<file path="src/sv/ipu_pkg.sv">
// Shared types and constants for the in-place partition block.
package ipu_pkg;

  localparam int PADDR_W   = 3;
  localparam int PDATA_W   = 32;
  localparam int SPLIT_W   = 7;
  localparam int COORD_W   = 16;
  localparam int PIVOT_W   = 6;

  // Register index, taken from paddr[2]
  localparam logic REG_MODE  = 1'b0;
  localparam logic REG_PIVOT = 1'b1;

  // Operation codes held in the mode register
  localparam logic MODE_PARTITION = 1'b0;
  localparam logic MODE_UNDO      = 1'b1;

  typedef struct packed {
    logic               mode;
    logic [PIVOT_W-1:0] pivot_index;
  } cfg_t;

endpackage

</file>
<file path="src/sv/ipu_ram.sv">
// Generic single-write, single-read RAM with registered read data.
module ipu_ram #(
  parameter int WIDTH = 32,
  parameter int DEPTH = 64
) (
  input  logic                     clk,
  input  logic                     we,
  input  logic [$clog2(DEPTH)-1:0] waddr,
  input  logic [WIDTH-1:0]         wdata,
  input  logic [$clog2(DEPTH)-1:0] raddr,
  output logic [WIDTH-1:0]         rdata
);

  logic [WIDTH-1:0] mem [DEPTH];

  always_ff @(posedge clk) begin
    if (we) begin
      mem[waddr] <= wdata;
    end
    rdata <= mem[raddr];
  end

endmodule

</file>
<file path="src/sv/ipu_cfg.sv">
// APB-style register file for mode and pivot index.
module ipu_cfg (
  input  logic                        clk,
  input  logic                        rst_n,
  input  logic                        psel,
  input  logic                        penable,
  input  logic                        pwrite,
  input  logic [ipu_pkg::PADDR_W-1:0] paddr,
  input  logic [ipu_pkg::PDATA_W-1:0] pwdata,
  output logic [ipu_pkg::PDATA_W-1:0] prdata,
  output logic                        pready,
  output ipu_pkg::cfg_t               cfg
);

  logic                        mode_r;
  logic [ipu_pkg::PIVOT_W-1:0] pivot_r;
  logic                        wr_en;

  assign pready = 1'b1;
  assign wr_en  = psel && penable && pwrite;

  always_ff @(posedge clk) begin
    if (!rst_n) begin
      mode_r  <= ipu_pkg::MODE_PARTITION;
      pivot_r <= '0;
    end else if (wr_en) begin
      unique case (paddr[2])
        ipu_pkg::REG_MODE:  mode_r  <= pwdata[0];
        ipu_pkg::REG_PIVOT: pivot_r <= pwdata[ipu_pkg::PIVOT_W-1:0];
        default: ;
      endcase
    end
  end

  always_comb begin
    unique case (paddr[2])
      ipu_pkg::REG_MODE:  prdata = ipu_pkg::PDATA_W'(mode_r);
      ipu_pkg::REG_PIVOT: prdata = ipu_pkg::PDATA_W'(pivot_r);
      default:            prdata = '0;
    endcase
  end

  assign cfg.mode        = mode_r;
  assign cfg.pivot_index = pivot_r;

endmodule

</file>
<file path="src/sv/ipu_core.sv">
// Load, scan sequencer and emit logic around the point store.
module ipu_core #(
  parameter int MAX_POINTS = 64,
  parameter int COORD_BITS = 16
) (
  input  logic                               clk,
  input  logic                               rst_n,
  input  ipu_pkg::cfg_t                      cfg,
  input  logic                               start,
  output logic                               busy,
  input  logic signed [ipu_pkg::COORD_W-1:0] in_x_coord,
  input  logic signed [ipu_pkg::COORD_W-1:0] in_y_coord,
  input  logic        [ipu_pkg::SPLIT_W-1:0] in_split_in,
  input  logic                               in_last_in,
  output logic                               out_valid,
  output logic signed [ipu_pkg::COORD_W-1:0] out_x_out,
  output logic signed [ipu_pkg::COORD_W-1:0] out_y_out,
  output logic        [ipu_pkg::SPLIT_W-1:0] out_split_out,
  output logic                               out_last_out
);

  localparam int KEY_BITS = (COORD_BITS < 16) ? COORD_BITS : 16;
  localparam int ENT_W    = 2 * KEY_BITS;
  localparam int ADDR_W   = $clog2(MAX_POINTS);
  localparam int CNT_W    = $clog2(MAX_POINTS + 1);
  localparam int SW       = ipu_pkg::SPLIT_W;

  localparam logic [3:0] S_IDLE = 4'd0;
  localparam logic [3:0] S_PV0  = 4'd1;
  localparam logic [3:0] S_PV1  = 4'd2;
  localparam logic [3:0] S_PV2  = 4'd3;
  localparam logic [3:0] S_PV3  = 4'd4;
  localparam logic [3:0] S_LOOP = 4'd5;
  localparam logic [3:0] S_RA   = 4'd6;
  localparam logic [3:0] S_RC   = 4'd7;
  localparam logic [3:0] S_RB   = 4'd8;
  localparam logic [3:0] S_CMP  = 4'd9;
  localparam logic [3:0] S_W1   = 4'd10;
  localparam logic [3:0] S_W2   = 4'd11;
  localparam logic [3:0] S_W3   = 4'd12;
  localparam logic [3:0] S_EMIT = 4'd13;

  logic [3:0]       state_r, state_nxt;
  logic [CNT_W-1:0] cnt_r, cnt_nxt;
  logic [CNT_W-1:0] n_r, n_nxt;
  logic [CNT_W-1:0] h_r, h_nxt;
  logic [CNT_W-1:0] k_r, k_nxt;
  logic [CNT_W-1:0] e_r, e_nxt;
  logic [SW-1:0]    split_r, split_nxt;
  logic             mode_r, mode_nxt;
  logic             emit_vld_r, emit_vld_nxt;
  logic             emit_last_r, emit_last_nxt;
  logic [ENT_W-1:0] a_r, a_nxt;
  logic [ENT_W-1:0] b_r, b_nxt;
  logic [ENT_W-1:0] c_r, c_nxt;

  logic              ram_we;
  logic [ADDR_W-1:0] ram_waddr, ram_raddr;
  logic [ENT_W-1:0]  ram_wdata, ram_rdata;

  logic             accept, room, hit, pv_swap;
  logic [CNT_W-1:0] n_val, n_m1, hm1;
  logic [SW-1:0]    h_split;
  logic [CNT_W-1:0] pivot_w;
  logic signed [KEY_BITS-1:0] ax, ay, cx, cy, ox, oy;

  assign busy   = (state_r != S_IDLE);
  assign accept = start && !busy;
  assign room   = (cnt_r < CNT_W'(MAX_POINTS));
  assign n_val  = room ? cnt_r + 1'b1 : cnt_r;
  assign n_m1   = n_val - 1'b1;
  assign hm1    = h_r - 1'b1;
  assign h_split = (in_split_in == '0) ? '0 : in_split_in - 1'b1;

  // Pivot swap only when the index names a loaded slot other than slot 0
  assign pivot_w = CNT_W'(cfg.pivot_index);
  assign pv_swap = ({1'b0, cfg.pivot_index} < (ipu_pkg::PIVOT_W + 1)'(n_r)) &&
                   (cfg.pivot_index != '0);

  assign ax = a_r[ENT_W-1:KEY_BITS];
  assign ay = a_r[KEY_BITS-1:0];
  assign cx = c_r[ENT_W-1:KEY_BITS];
  assign cy = c_r[KEY_BITS-1:0];
  assign hit = (mode_r == ipu_pkg::MODE_PARTITION) ? (cx < ax) : (ay > cy);

  ipu_ram #(.WIDTH(ENT_W), .DEPTH(MAX_POINTS)) u_store (
    .clk   (clk),
    .we    (ram_we),
    .waddr (ram_waddr),
    .wdata (ram_wdata),
    .raddr (ram_raddr),
    .rdata (ram_rdata)
  );

  always_comb begin
    state_nxt     = state_r;
    cnt_nxt       = cnt_r;
    n_nxt         = n_r;
    h_nxt         = h_r;
    k_nxt         = k_r;
    e_nxt         = e_r;
    split_nxt     = split_r;
    mode_nxt      = mode_r;
    emit_vld_nxt  = 1'b0;
    emit_last_nxt = emit_last_r;
    a_nxt         = a_r;
    b_nxt         = b_r;
    c_nxt         = c_r;
    ram_we        = 1'b0;
    ram_waddr     = cnt_r[ADDR_W-1:0];
    ram_wdata     = {in_x_coord[KEY_BITS-1:0], in_y_coord[KEY_BITS-1:0]};
    ram_raddr     = '0;

    unique case (state_r)
      S_IDLE: begin
        if (accept) begin
          // store the beat unless the set is already full
          ram_we  = room;
          cnt_nxt = n_val;
          if (in_last_in) begin
            n_nxt    = n_val;
            cnt_nxt  = '0;
            mode_nxt = cfg.mode;
            if (cfg.mode == ipu_pkg::MODE_PARTITION) begin
              h_nxt     = CNT_W'(1);
              k_nxt     = CNT_W'(1);
              state_nxt = S_PV0;
            end else begin
              h_nxt     = (h_split > SW'(n_m1)) ? n_m1 : CNT_W'(h_split);
              k_nxt     = n_m1;
              state_nxt = S_LOOP;
            end
          end
        end
      end
      S_PV0: begin
        ram_raddr = '0;
        state_nxt = pv_swap ? S_PV1 : S_LOOP;
      end
      S_PV1: begin
        ram_raddr = pivot_w[ADDR_W-1:0];
        a_nxt     = ram_rdata;
        state_nxt = S_PV2;
      end
      S_PV2: begin
        ram_we    = 1'b1;
        ram_waddr = '0;
        ram_wdata = ram_rdata;
        state_nxt = S_PV3;
      end
      S_PV3: begin
        ram_we    = 1'b1;
        ram_waddr = pivot_w[ADDR_W-1:0];
        ram_wdata = a_r;
        state_nxt = S_LOOP;
      end
      S_LOOP: begin
        if ((mode_r == ipu_pkg::MODE_PARTITION) ? (k_r < n_r)
                                                : (k_r != '0 && h_r != '0)) begin
          state_nxt = S_RA;
        end else begin
          split_nxt = SW'(h_r);
          e_nxt     = '0;
          state_nxt = S_EMIT;
        end
      end
      S_RA: begin
        ram_raddr = hm1[ADDR_W-1:0];
        state_nxt = S_RC;
      end
      S_RC: begin
        ram_raddr = k_r[ADDR_W-1:0];
        a_nxt     = ram_rdata;
        state_nxt = S_RB;
      end
      S_RB: begin
        ram_raddr = h_r[ADDR_W-1:0];
        c_nxt     = ram_rdata;
        state_nxt = S_CMP;
      end
      S_CMP: begin
        b_nxt = ram_rdata;
        if (hit) begin
          state_nxt = S_W1;
        end else begin
          k_nxt     = (mode_r == ipu_pkg::MODE_PARTITION) ? k_r + 1'b1 : k_r - 1'b1;
          state_nxt = S_LOOP;
        end
      end
      // Partition: h-1 <= c, k <= b, h <= a.  Undo: h-1 <= b, h <= c, k <= a.
      S_W1: begin
        ram_we    = 1'b1;
        ram_waddr = hm1[ADDR_W-1:0];
        ram_wdata = (mode_r == ipu_pkg::MODE_PARTITION) ? c_r : b_r;
        state_nxt = S_W2;
      end
      S_W2: begin
        ram_we    = 1'b1;
        if (mode_r == ipu_pkg::MODE_PARTITION) begin
          ram_waddr = k_r[ADDR_W-1:0];
          ram_wdata = b_r;
        end else begin
          ram_waddr = h_r[ADDR_W-1:0];
          ram_wdata = c_r;
        end
        state_nxt = S_W3;
      end
      S_W3: begin
        ram_we    = 1'b1;
        if (mode_r == ipu_pkg::MODE_PARTITION) begin
          ram_waddr = h_r[ADDR_W-1:0];
          ram_wdata = a_r;
          h_nxt     = h_r + 1'b1;
          k_nxt     = k_r + 1'b1;
        end else begin
          ram_waddr = k_r[ADDR_W-1:0];
          ram_wdata = a_r;
          h_nxt     = hm1;
          k_nxt     = k_r - 1'b1;
        end
        state_nxt = S_LOOP;
      end
      S_EMIT: begin
        ram_raddr     = e_r[ADDR_W-1:0];
        emit_vld_nxt  = 1'b1;
        emit_last_nxt = (e_r == n_r - 1'b1);
        e_nxt         = e_r + 1'b1;
        if (e_r == n_r - 1'b1) begin
          state_nxt = S_IDLE;
        end
      end
      default: state_nxt = S_IDLE;
    endcase
  end

  always_ff @(posedge clk) begin
    if (!rst_n) begin
      state_r    <= S_IDLE;
      cnt_r      <= '0;
      split_r    <= '0;
      emit_vld_r <= 1'b0;
    end else begin
      state_r    <= state_nxt;
      cnt_r      <= cnt_nxt;
      split_r    <= split_nxt;
      emit_vld_r <= emit_vld_nxt;
    end
  end

  always_ff @(posedge clk) begin
    n_r         <= n_nxt;
    h_r         <= h_nxt;
    k_r         <= k_nxt;
    e_r         <= e_nxt;
    mode_r      <= mode_nxt;
    emit_last_r <= emit_last_nxt;
    a_r         <= a_nxt;
    b_r         <= b_nxt;
    c_r         <= c_nxt;
  end

  assign ox = ram_rdata[ENT_W-1:KEY_BITS];
  assign oy = ram_rdata[KEY_BITS-1:0];

  assign out_valid     = emit_vld_r;
  assign out_x_out     = ipu_pkg::COORD_W'(ox);
  assign out_y_out     = ipu_pkg::COORD_W'(oy);
  assign out_split_out = split_r;
  assign out_last_out  = emit_last_r;

endmodule

</file>
<file path="src/sv/inplace_partition_with_undo.sv">
// Top level of the in-place partition / undo block.
//
// Input channel: a beat is taken when start is high and busy is low. Each
// beat carries one (x, y) point; beats load the point store at one per
// cycle. The beat with in_last_in high also starts the operation that the
// mode register selects (partition by x around the pivot, or undo by y
// using in_split_in). Points beyond MAX_POINTS are dropped.
// Busy stays high from the last beat until the final result is issued.
// After the last beat, partition first checks the pivot and, when it names
// another loaded slot, swaps it into slot 0; then each scan step either
// only compares or compares and then does three store writes. The store
// has one write port and one registered read port, and every step goes
// through it: three reads, then up to three writes. Emit then reads the
// store at one point per cycle, so n results follow on out_valid, one per
// cycle, each after its registered store read; out_last_out marks
// the final one and out_split_out carries the final split count on every
// result.
// Results are strobed for exactly one cycle and the receiver cannot stall.
// Reset clears the control state, the point count and both registers; the
// store contents are undefined until written. Configure only while idle.
module inplace_partition_with_undo #(
  parameter int MAX_POINTS = 64,
  parameter int COORD_BITS = 16
) (
  input  logic                               clk,
  input  logic                               rst_n,
  // configuration port
  input  logic                               psel,
  input  logic                               penable,
  input  logic                               pwrite,
  input  logic        [ipu_pkg::PADDR_W-1:0] paddr,
  input  logic        [ipu_pkg::PDATA_W-1:0] pwdata,
  output logic        [ipu_pkg::PDATA_W-1:0] prdata,
  output logic                               pready,
  // input channel
  input  logic                               start,
  output logic                               busy,
  input  logic signed [ipu_pkg::COORD_W-1:0] in_x_coord,
  input  logic signed [ipu_pkg::COORD_W-1:0] in_y_coord,
  input  logic        [ipu_pkg::SPLIT_W-1:0] in_split_in,
  input  logic                               in_last_in,
  // result channel
  output logic                               out_valid,
  output logic signed [ipu_pkg::COORD_W-1:0] out_x_out,
  output logic signed [ipu_pkg::COORD_W-1:0] out_y_out,
  output logic        [ipu_pkg::SPLIT_W-1:0] out_split_out,
  output logic                               out_last_out
);

  ipu_pkg::cfg_t cfg;

  // hold mode and pivot index; the user must write them only while the block is idle (not enforced here)
  ipu_cfg u_cfg (
    .clk     (clk),
    .rst_n   (rst_n),
    .psel    (psel),
    .penable (penable),
    .pwrite  (pwrite),
    .paddr   (paddr),
    .pwdata  (pwdata),
    .prdata  (prdata),
    .pready  (pready),
    .cfg     (cfg)
  );

  // load, scan and emit around the shared point store
  ipu_core #(
    .MAX_POINTS (MAX_POINTS),
    .COORD_BITS (COORD_BITS)
  ) u_core (
    .clk           (clk),
    .rst_n         (rst_n),
    .cfg           (cfg),
    .start         (start),
    .busy          (busy),
    .in_x_coord    (in_x_coord),
    .in_y_coord    (in_y_coord),
    .in_split_in   (in_split_in),
    .in_last_in    (in_last_in),
    .out_valid     (out_valid),
    .out_x_out     (out_x_out),
    .out_y_out     (out_y_out),
    .out_split_out (out_split_out),
    .out_last_out  (out_last_out)
  );

endmodule

</file>
<file path="config.mk">
export PLATFORM = sky130hd
export DESIGN_NAME = inplace_partition_with_undo
export DESIGN_NICKNAME = d
export VERILOG_FILES = /design/src/sv/ipu_pkg.sv /design/src/sv/ipu_ram.sv /design/src/sv/ipu_cfg.sv /design/src/sv/ipu_core.sv /design/src/sv/inplace_partition_with_undo.sv
export SDC_FILE = /design/constraint.sdc
export NUM_CORES = 2
export LEC_CHECK = 0
export ABC_CLOCK_PERIOD_IN_PS = 4700
export BUFFER_PORTS_ARGS = -buffer_cell sky130_fd_sc_hd__buf_2
export CAP_MARGIN = 5
export CELL_PAD_IN_SITES_DETAIL_PLACEMENT = 0
export CELL_PAD_IN_SITES_GLOBAL_PLACEMENT = 2
export CORE_MARGIN = 10
export CORE_UTILIZATION = 35
export CTS_CLUSTER_DIAMETER = 200
export DETAILED_ROUTE_END_ITERATION = 16
export PLACE_DENSITY_LB_ADDON = 0.1
export SYNTH_ARGS = -nofsm -noshare
export SYNTH_HDL_FRONTEND = slang
export SYNTH_SLANG_ARGS = --single-unit
export TNS_END_PERCENT = 100
</file>
<file path="constraint.sdc">
create_clock -name clk -period 4.7 [get_ports clk]
set_input_delay 0.94 -clock clk [delete_from_list [all_inputs] [get_ports clk]]
set_output_delay 0.94 -clock clk [all_outputs]
set_load 0.05 [all_outputs]
</file>
==> flow_summary_export.csv <==
group,metric,value,unit
outcome,outcome,"complete, no violations",
cells_and_area,post_route_cells_drive_above_1_share,15.9,%
global_route,grt_pass1_vias,53900,
worst_setup_path,crit_arrival,5.30,ns
timing,max_slew_margin,21.3,%
placed_design,gp_congestion,0.813,
cells_and_area,final_cells,10100,
worst_setup_path,path_max_fanout,35,
clocking,insertion_delay,0.89,ns
clocking,clock_path_buffers,3,
clocking,clock-sinks,2232,
detailed_routing,via_count,55200,
timing,fin_tns_setup,0,ns
logic_synthesis,synth_edf_count,2174,
floorplan,fp-row-count,186,
worst_setup_path,r2r_slack,0.22,ns
timing,rsz0062_at_grt,"no",
logic_synthesis,ys.flop_type,"edfxtp_1",
detailed_routing,drc,0,
clocking,path_clk_slew,0.06,ns
clocking,cts_setup_buffers,0,
timing,fin_crit_sh,95.3,%
worst_setup_path,cp.required,5.52,ns
timing,skew,0.0556,ns
pwr,power.density,537,nW/um^2
floorplan,ios,156,
detailed_routing,wl,308,mm
floorplan,die-area,278000,sq um
clocking,cts_made_buffers,241,
worst_hold_path,min_path_type,"primary input to flop",
clocking,cts_hold_buf,0,
floorplan,die_x,528,microns
cells_and_area,fillers,23500,
detailed_routing,via_per_inst,5.44,
cells_and_area,multi_input_area,22800,sq um
logic_synthesis,synthCells,6191,
logic_synthesis,synth.distinct_cells,87,
timing,max_freq,0.223,GHz
clocking,cts_tree,"yes",
pwr,ir_worst_vdd,443,uV
logic_synthesis,ys_seq_elements,2232,
cells_and_area,areaGrowthSynthToFinish,18.0,%
worst_setup_path,critPathLaunchType,"flop",
global_route,grt_overflow_total,0,
logic_synthesis,ys_warn_count,0,
cells_and_area,nets,6683,
placed_design,port-buffer-count,100,
clocking,cts_resized,0,
pwr,total_power,0.0572,W
worst_setup_path,worstSetupPathType,"flop to flop",
placed_design,placed_cells,9679,
logic_synthesis,synth-seq-area-share,73.7,%
clocking,cts_root_buf,"clkbuf_16",
clocking,cts_max_level,4,
global_route,antenna_found_initial,24,
floorplan,die-height,528,microns
detailed_routing,drtIter0Drc,5333,
placed_design,place_hpwl,184,mm
global_route,grt_usage,21.4,%
detailed_routing,wl_per_cell,30.3,microns
cells_and_area,regArea,66400,sq um
floorplan,initial_core_util,35.1,%
detailed_routing,drt_first_pass_iters,9,
run,cap_violations,0,
logic_synthesis,ys_top_cells_by_area,"edfxtp_1 (72%), nand2_1 (5.2%), mux2i_1 (2.6%), nand3_1 (2.1%), mux4_2 (2.0%)",
timing,fin_crit,4.48,ns
global_route,grt_start_max_net_pins,74,
floorplan,design.core.area,257000,sq um
timing,finalSetupViolations,0,
pwr,power_leakage,36.1,nW
logic_synthesis,syn_avg_cell_area,14.6,sq um
global_route,grt_first_pass_wirelength,429,mm
timing,worst_slew_pin_slew,1.18,ns
logic_synthesis,async_flop_share,0,%
timing,slew_viol_final,0,
cells_and_area,final_cell_mix,"edfxtp_1 (2174), nand2_1 (1256), nand3_1 (376)",
logic_synthesis,synth_top_area_cell,"edfxtp_1",
timing,report.final.hold_viol_count,0,
worst_setup_path,crit_path_end_kind,"flop",
logic_synthesis,synth_area,90200,sq um
cells_and_area,layout_commonest_cell,"edfxtp_1",
detailed_routing,ant_nets,0,
logic_synthesis,synth_top_cell_area_share,72.4,%
==> metrics by stage <==
| step | instance area [sq um] | hold WS, ns | util, % | setup WS, ns |
|---|---|---|---|---|
| after floorplan | 90300 | 0.518 | - | 0.152 |
| after global placement | 98800 | 0.526 | 38.5 | -0.0230 |
| after detailed placement | 98800 | 0.537 | 38.5 | 0.318 |
| after CTS | 106000 | 0.232 | 41.4 | 0.298 |
| after global routing | 106000 | 0.260 | 41.5 | 0.237 |
| final | 106000 | 0.307 | 41.5 | 0.222 |
==> synth_stat cells, types with 15 or more instances <==
master / count
nand2_1: 1259
mux4_2: 82
a22oi_1: 117
inv_1: 65
o221ai_1: 58
buf_6: 15
nand4_1: 29
a221oi_1: 34
ha_1: 63
a21oi_1: 151
a222oi_1: 32
nor4_1: 67
mux2i_1: 232
nand2b_1: 15
a21boi_0: 99
o22ai_1: 81
and4_1: 29
buf_4: 49
nor3_1: 23
o21ai_0: 59
buf_1: 44
xnor2_1: 31
nor2_1: 172
a31oi_1: 98
mux2_2: 15
buf_2: 92
o31ai_1: 21
nor2b_1: 30
clkbuf_1: 219
a32oi_1: 100
edfxtp_1: 2174
dfxtp_1: 58
nand3_1: 378
a21o_1: 17
==> state kept, by name, indices dropped and copies added (netlist names), 4 cells and up <==
| signal | flops |
|---|---|
| u_core.a_r | 32 |
| u_core.u_store.mem | 2048 |
| u_core.state_r | 4 |
| u_core.k_r | 7 |
| u_core.b_r | 32 |
| u_core.u_store.rdata | 32 |
| u_core.n_r | 7 |
| u_core.c_r | 32 |
| u_core.e_r | 7 |
| u_cfg.pivot_r | 6 |
| u_core.out_split_out | 7 |
| u_core.h_r | 7 |
| u_core.cnt_r | 7 |
==> power breakdown <==
group	internal (W)	total [W]	switching [W]	leakage (nW)
sequential	0.0258	0.0265	0.000707	20.0
clock	0.0102	0.0183	0.00805	3.68
combinational	0.00312	0.0124	0.00929	12.4
total	0.0392	0.0572	0.0180	36.1
==> path summary, 6_finish.rpt <==
path | cells after the start | from | to
hold reg to reg | 0 | u_core.u_store.rdata[30]$_DFF_P_ | u_core.a_r[30]$_DFFE_PP_
hold / removal | 3 | pwdata[4] | u_cfg.pivot_r[4]$_SDFFE_PN0P_
setup reg to reg | 11 | u_core.h_r[0]$_DFFE_PP_ | u_core.u_store.rdata[20]$_DFF_P_
setup / recovery | 11 | u_core.h_r[0]$_DFFE_PP_ | u_core.u_store.rdata[20]$_DFF_P_
==> area by class of cell <==
type                    count  area share, %
multi-input cells        3497           21.4
clock buffers             309           5.98
inverters                  66          0.233
flip-flops and latches   2232           62.4
repair buffers            500           4.82
diodes                     19         0.0447
well taps                3384           3.98
clock inverters           134           1.15
==> layer usage <==
metal  wire [microns]  vias up  track usage, %  share of wire (%)
li1                 -    24500               -                  -
met1           141000    28800            30.9                 46
met2           142000     1572            34.0                 46
met3            17700      317            3.33                5.7
met4             7120        6            5.24                2.3
met5               41        -               0              0.013
==> worst max-delay path: stages, from the launching register on <==
cell and delay (ns):
edfxtp_1 0.38, inv_1 0.22, ha_1 0.26, xnor2_1 0.10, a211oi_1 0.57, o21a_1 0.69, nor2_4 0.27, buf_12 0.26
a32oi_1 0.24, o22ai_1 0.12, o221ai_1 0.92, and4_1 0.34
==> cells by family (layout without fill, tap and decap cells) <==
logic type                 count (synthesis)  in the layout  synth area share [%]
adders and majority gates                 64             64                 0.896
AOI/OAI and AO/OA                        966            966                  7.65
xor gates and xnor gates                  44             44                 0.427
muxes                                    329            329                  4.81
and+or+nand+nor                         2067           2067                  10.0
DFF                                     2232           2232                  73.7
other                                      2             46               0.00833
buffers and inverters                    487           1009                  2.50
No activity file was read; power rests on OpenSTA's default activity.
